File: src/wgds_pkg.sv
`default_nettype none
// ----------------------------------------------------------------------------
// wgds_pkg
// shared constants, codes and control types of the dependency scoreboard
// ----------------------------------------------------------------------------
package wgds_pkg;

    localparam int N_NODES    = 64;
    localparam int IDX_W      = $clog2(N_NODES);
    localparam int TOTAL_W    = $clog2(N_NODES + 1);
    localparam int N_WAITS    = 8;
    localparam int WSLOT_W    = $clog2(N_WAITS);
    localparam int WCNT_W     = $clog2(N_WAITS + 1);

    typedef enum logic [2:0] {
        OP_CLEAR    = 3'd0,
        OP_ADD_NODE = 3'd1,
        OP_ADD_DEP  = 3'd2,
        OP_SET      = 3'd3,
        OP_REFRESH  = 3'd4,
        OP_QUERY    = 3'd5
    } op_t;

    typedef enum logic [2:0] {
        NS_PENDING = 3'd0,
        NS_READY   = 3'd1,
        NS_RUNNING = 3'd2,
        NS_DONE    = 3'd3,
        NS_FAILED  = 3'd4
    } status_t;

    typedef enum logic [1:0] {
        ERR_OK        = 2'd0,
        ERR_TABLE     = 2'd1,
        ERR_LIST      = 2'd2,
        ERR_UNKNOWN   = 2'd3
    } err_t;

    typedef enum logic [2:0] {
        S_IDLE,
        S_EXEC,
        S_REPORT,
        S_RING_LOAD,
        S_RING,
        S_RESOLVE,
        S_COUNT
    } fsm_t;

    // broadcast controls
    typedef struct packed {
        logic load_node;
        logic add_dep;
        logic set_state;
        logic ring_load;
        logic ring_shift;
        logic resolve;
        logic flag_shift;
    } cell_ctrl_t;

endpackage : wgds_pkg
`default_nettype wire

File: src/wgds_cell.sv
`default_nettype none
// ----------------------------------------------------------------------------
// wgds_cell
// one node slot: node fields, wait list, ring slot and count flag
// ----------------------------------------------------------------------------
module wgds_cell
    import wgds_pkg::*;
(
    input  wire logic          clk,
    input  wire cell_ctrl_t    ctrl,
    input  wire logic          sel,
    input  wire logic          known,
    input  wire logic [7:0]    cell_id,
    input  wire logic [2:0]    wr_state,
    input  wire logic [2:0]    wr_kind,
    input  wire logic [31:0]   wr_priority,
    input  wire logic [63:0]   wr_deadline,
    input  wire logic [31:0]   wr_devices,
    input  wire logic [7:0]    wr_dep,
    input  wire logic          ring_done_in,
    input  wire logic [7:0]    ring_id_in,
    input  wire logic          flag_in,
    output logic [2:0]         status,
    output logic [2:0]         kind,
    output logic [31:0]        priority_q,
    output logic [63:0]        deadline,
    output logic [31:0]        devices,
    output logic [WCNT_W-1:0]  wait_count,
    output logic               ring_done_out,
    output logic [7:0]         ring_id_out,
    output logic               flag_out
);

    logic [2:0]         status_reg;
    logic [2:0]         kind_reg;
    logic [31:0]        priority_reg;
    logic [63:0]        deadline_reg;
    logic [31:0]        devices_reg;
    logic [WCNT_W-1:0]  wcnt_reg;
    logic [7:0]         wlist_reg [N_WAITS];
    logic [N_WAITS-1:0] sat_reg;
    logic               rdone_reg;
    logic [7:0]         rid_reg;
    logic               flag_reg;
    logic [N_WAITS-1:0] used;
    logic               eligible;

    always_comb
    begin
        for (int j = 0; j < N_WAITS; j++)
        begin
            used[j] = (WCNT_W'(j) < wcnt_reg);
        end
        eligible = known && (status_reg == NS_PENDING) && (&(sat_reg | ~used));
    end

    always_ff @(posedge clk)
    begin
        if (ctrl.load_node && sel)
        begin
            status_reg   <= NS_PENDING;
            kind_reg     <= wr_kind;
            priority_reg <= wr_priority;
            deadline_reg <= wr_deadline;
            devices_reg  <= wr_devices;
            wcnt_reg     <= '0;
        end
        if (ctrl.add_dep && sel)
        begin
            wlist_reg[wcnt_reg[WSLOT_W-1:0]] <= wr_dep;
            wcnt_reg <= wcnt_reg + WCNT_W'(1);
        end
        if (ctrl.set_state && sel)
        begin
            status_reg <= wr_state;
        end
        if (ctrl.ring_load)
        begin
            rdone_reg <= known && (status_reg == NS_DONE);
            rid_reg   <= cell_id;
            sat_reg   <= '0;
        end
        if (ctrl.ring_shift)
        begin
            // match the id passing through this slot, then pass it on
            for (int j = 0; j < N_WAITS; j++)
            begin
                if (rdone_reg && (rid_reg == wlist_reg[j]))
                begin
                    sat_reg[j] <= 1'b1;
                end
            end
            rdone_reg <= ring_done_in;
            rid_reg   <= ring_id_in;
        end
        if (ctrl.resolve)
        begin
            if (eligible)
            begin
                status_reg <= NS_READY;
            end
            flag_reg <= eligible;
        end
        if (ctrl.flag_shift)
        begin
            flag_reg <= flag_in;
        end
    end

    assign status        = status_reg;
    assign kind          = kind_reg;
    assign priority_q    = priority_reg;
    assign deadline      = deadline_reg;
    assign devices       = devices_reg;
    assign wait_count    = wcnt_reg;
    assign ring_done_out = rdone_reg;
    assign ring_id_out   = rid_reg;
    assign flag_out      = flag_reg;

endmodule : wgds_cell
`default_nettype wire
File: config.mk
export PLATFORM = sky130hd
export DESIGN_NAME = wgds_cell
export DESIGN_NICKNAME = d
export VERILOG_FILES = /design/src/wgds_pkg.sv /design/src/wgds_cell.sv
export SDC_FILE = /design/constraint.sdc
export NUM_CORES = 1
export LEC_CHECK = 0
export BUFFER_PORTS_ARGS = -buffer_cell sky130_fd_sc_hd__clkbuf_2
export CORE_MARGIN = 3
export CORE_UTILIZATION = 45
export CTS_BUF_LIST = sky130_fd_sc_hd__clkbuf_4
export DETAILED_ROUTE_END_ITERATION = 10
export GPL_TIMING_DRIVEN = 1
export PLACE_DENSITY = 0.76
export RECOVER_POWER = 25
export SLEW_MARGIN = 20
export SYNTH_ARGS = -nofsm -noshare
export SYNTH_HDL_FRONTEND = slang
export SYNTH_SLANG_ARGS = --single-unit
File: constraint.sdc
create_clock -name clk -period 10.43 [get_ports clk]
set_clock_uncertainty 0.15 [all_clocks]
set_input_delay 1.5645 -clock clk [delete_from_list [all_inputs] [get_ports clk]]
set_output_delay 1.5645 -clock clk [all_outputs]
set_load 0.005 [all_outputs]
==> flow_summary.ini <==
[grt]
grt.total_usage_pct = 21.5
grtUsageMet3_pct = 9.90
grt.met2_usage_pct = 36.8
antenna_found_initial = 3
gr-total-overflow = 0
grt_use_met1_pct = 22.9
grt_pass1_wl_um = 29800
top_usage_layer = met2
grt_pass1_vias = 5422
grt_max_degree = 80

[setup_path]
path_class = reg2out
cp_num_buf_inv = 1
slowest_stage = edfxtp_1
cp_max_fo = 9
path_cells = clkbuf_2
crit_required_ns = 8.72
cp_top_family = flip-flops
slowest_delay_ns = 0.82
r2r_cells = 3
cp.arrival_ns = 1.69
crit_path_end_kind = output port
cp-start-kind = flop
worst-path-stages = 1

[run_status]
status = finished, final reports clean

[timing]
rsz0062_at_grt = false
finalMaxSlewViolations = 0
layout_min_cycle_time_ns = 3.40
period_share_pct = 32.6
final_hold_viol_count = 0
fmax_mhz = 294
setup_violations = 0
worstMarginPinSlew_ns = 1.06
max_slew_margin_pct = 28.7
fin_hold_ws_ns = 0.308
tns_ns = 0

[clock_network]
clock-root-buffer = clkbuf_4
clkSlewWorstSetupHoldPaths_ns = 0.07
cts_tree = built
cts-resized-gates = 0
clock_sinks = 220
clkLatencyLatePin_ns = 0.64
cts_max_level = 2
clk_path_buf_depth = 3
ctsHoldBuffers = 0
cts_setup_buffers = 0
numCtsBuffers = 54

[power]
power_mw = 1.88
leakage_nw = 4.21
ir_worst_vdd_mv = 0.120
powerDensity_mw_per_mm2 = 183

[synthesis]
ys_types = 33
syn_area_mm2 = 0.00780
synth_fp_nets = 579
synthFlopType = edfxtp_1
async_flop_share_pct = 0
ys_seq_area_share_pct = 83.3
syn_inst = 406
synth_edf_count = 209
syn_avg_cell_area_um2 = 19.2
synth.area.top_cells = edfxtp_1 80%, xor2_1 6.3%, dfxtp_1 2.8%
ys_warn_count = 0
synth_seq_cells = 220
yosysTopAreaCellShare_pct = 80.5
yosysTopAreaCell = edfxtp_1

[route]
routed_wl_um = 20800
post_drt_via_cell_ratio = 4.84
wl_per_cell_um = 20.1
drt-initial-drc-count = 305
dr.pass1.iters = 7
drcViolationCount = 0
postRouteAntennaNets = 0
num_vias = 4994

[worst_hold_path]
holdPathStages = 2
holdCritPathClass = reg2reg

[final_layout]
nets = 941
area_growth_pct = 31.9
drive_above_1_share_pct = 49.9
nFillCells = 1277

[floorplan]
dieArea_mm2 = 0.0189
initial_utilization_pct = 46.5
rows = 47
fp.dieW_um = 138
die_h_um = 138
io_pins = 318
core_region_area_mm2 = 0.0168

[place]
io_buffers = 317
hpwl_um = 15200
gp_congestion = 0.857

[run]
cap_violations = 0
cells by family (layout without fill, tap and decap cells):
| group | Yosys count | after routing | share of synthesized area, % |
|---|---|---|---|
| simple gates | 60 | 60 | 4.08 |
| fa+ha+maj | 3 | 3 | 0.481 |
| xor+xnor | 66 | 66 | 7.41 |
| mux | 8 | 8 | 1.16 |
| other cells | 0 | 2 | 0 |
| flops | 220 | 220 | 83.3 |
| buf+inv | 25 | 428 | 1.43 |
| compound gates | 24 | 24 | 2.15 |
synthesized netlist by cell type, types with 2 or more instances:
library cell / number
and2_1: 2
nand3_1: 6
nor3_1: 10
o21ai_0: 10
ha_1: 3
edfxtp_1: 209
inv_1: 12
xor2_1: 56
xnor2_1: 10
a21oi_1: 3
or2_2: 2
dfxtp_1: 11
nor2_1: 10
o21a_1: 2
clkbuf_1: 3
nor4_1: 8
nand2_1: 10
buf_2: 8
mux2_2: 8
nand4_1: 9
a21boi_1: 2
layout by cell type, fill, tap and decap left out, drive strengths merged:
master	instances
nand4	9
o21ai	11
nor4	8
diode	2
clkbuf	394
nor2	11
and3	1
a2111oi	2
bufinv	1
a32oi	1
nand2b	1
ha	3
a21boi	2
mux2	8
or2	2
nor3	10
buf	1
o31ai	1
inv	16
o21a	2
clkinv	16
xnor2	10
nand2	10
edfxtp	209
dfxtp	11
o22ai	1
a21oi	4
nand3	6
xor2	56
and2	2
power by group:
group          switching, mW  internal, mW
combinational         0.0696        0.0675
clock                  0.328         0.366
sequential            0.0346          1.02
total                  0.432          1.45
metrics by stage:
step                      instances  setup slack [ns]  area (um2)  util, %
after global routing           1031              6.94       10300     61.4
after global placement          932              6.71        9610     57.3
final                          1031              7.03       10300     61.4
after floorplan                 406              4.92        7800        -
after CTS                      1029              6.95       10300     61.4
after detailed placement        932              6.58        9610     57.3
final timing paths:
check,slack (ns),to,start
worst min register to register,0.31,sat_reg[1],sat_reg[1]
worst max-delay path,7.03,ring_id_out[3],ring_id_out[3]
worst min-delay path,0.31,sat_reg[1],sat_reg[1]
worst max register to register,8.16,wlist_reg[0][5],wait_count[0]
tightest hold or removal path: cells and delay by family (launching register included):
kind	cells	cell delay (ns)
AO/OA/AOI/OAI	1	0.06
buffers and inverters	1	0.05
flip-flops	1	0.31
metal layers:
layer,vias to the layer above,part of all wire [%]
li1,2278,-
met1,2395,32
met2,263,54
met3,56,11
met4,2,3.0
met5,-,0.063
layout make-up:
cell class / count / area, um2 / area share, %
clock buffers: 77 / 578 / 5.62
well taps: 220 / 275 / 2.68
multi-input cells: 161 / 1190 / 11.6
diodes: 2 / 5.00 / 0.0487
flip-flops and latches: 220 / 6500 / 63.2
repair buffers: 318 / 1580 / 15.4
clock inverters: 20 / 108 / 1.05
inverters: 13 / 48.8 / 0.475
Note: power is estimated with default switching activity, not from simulation.
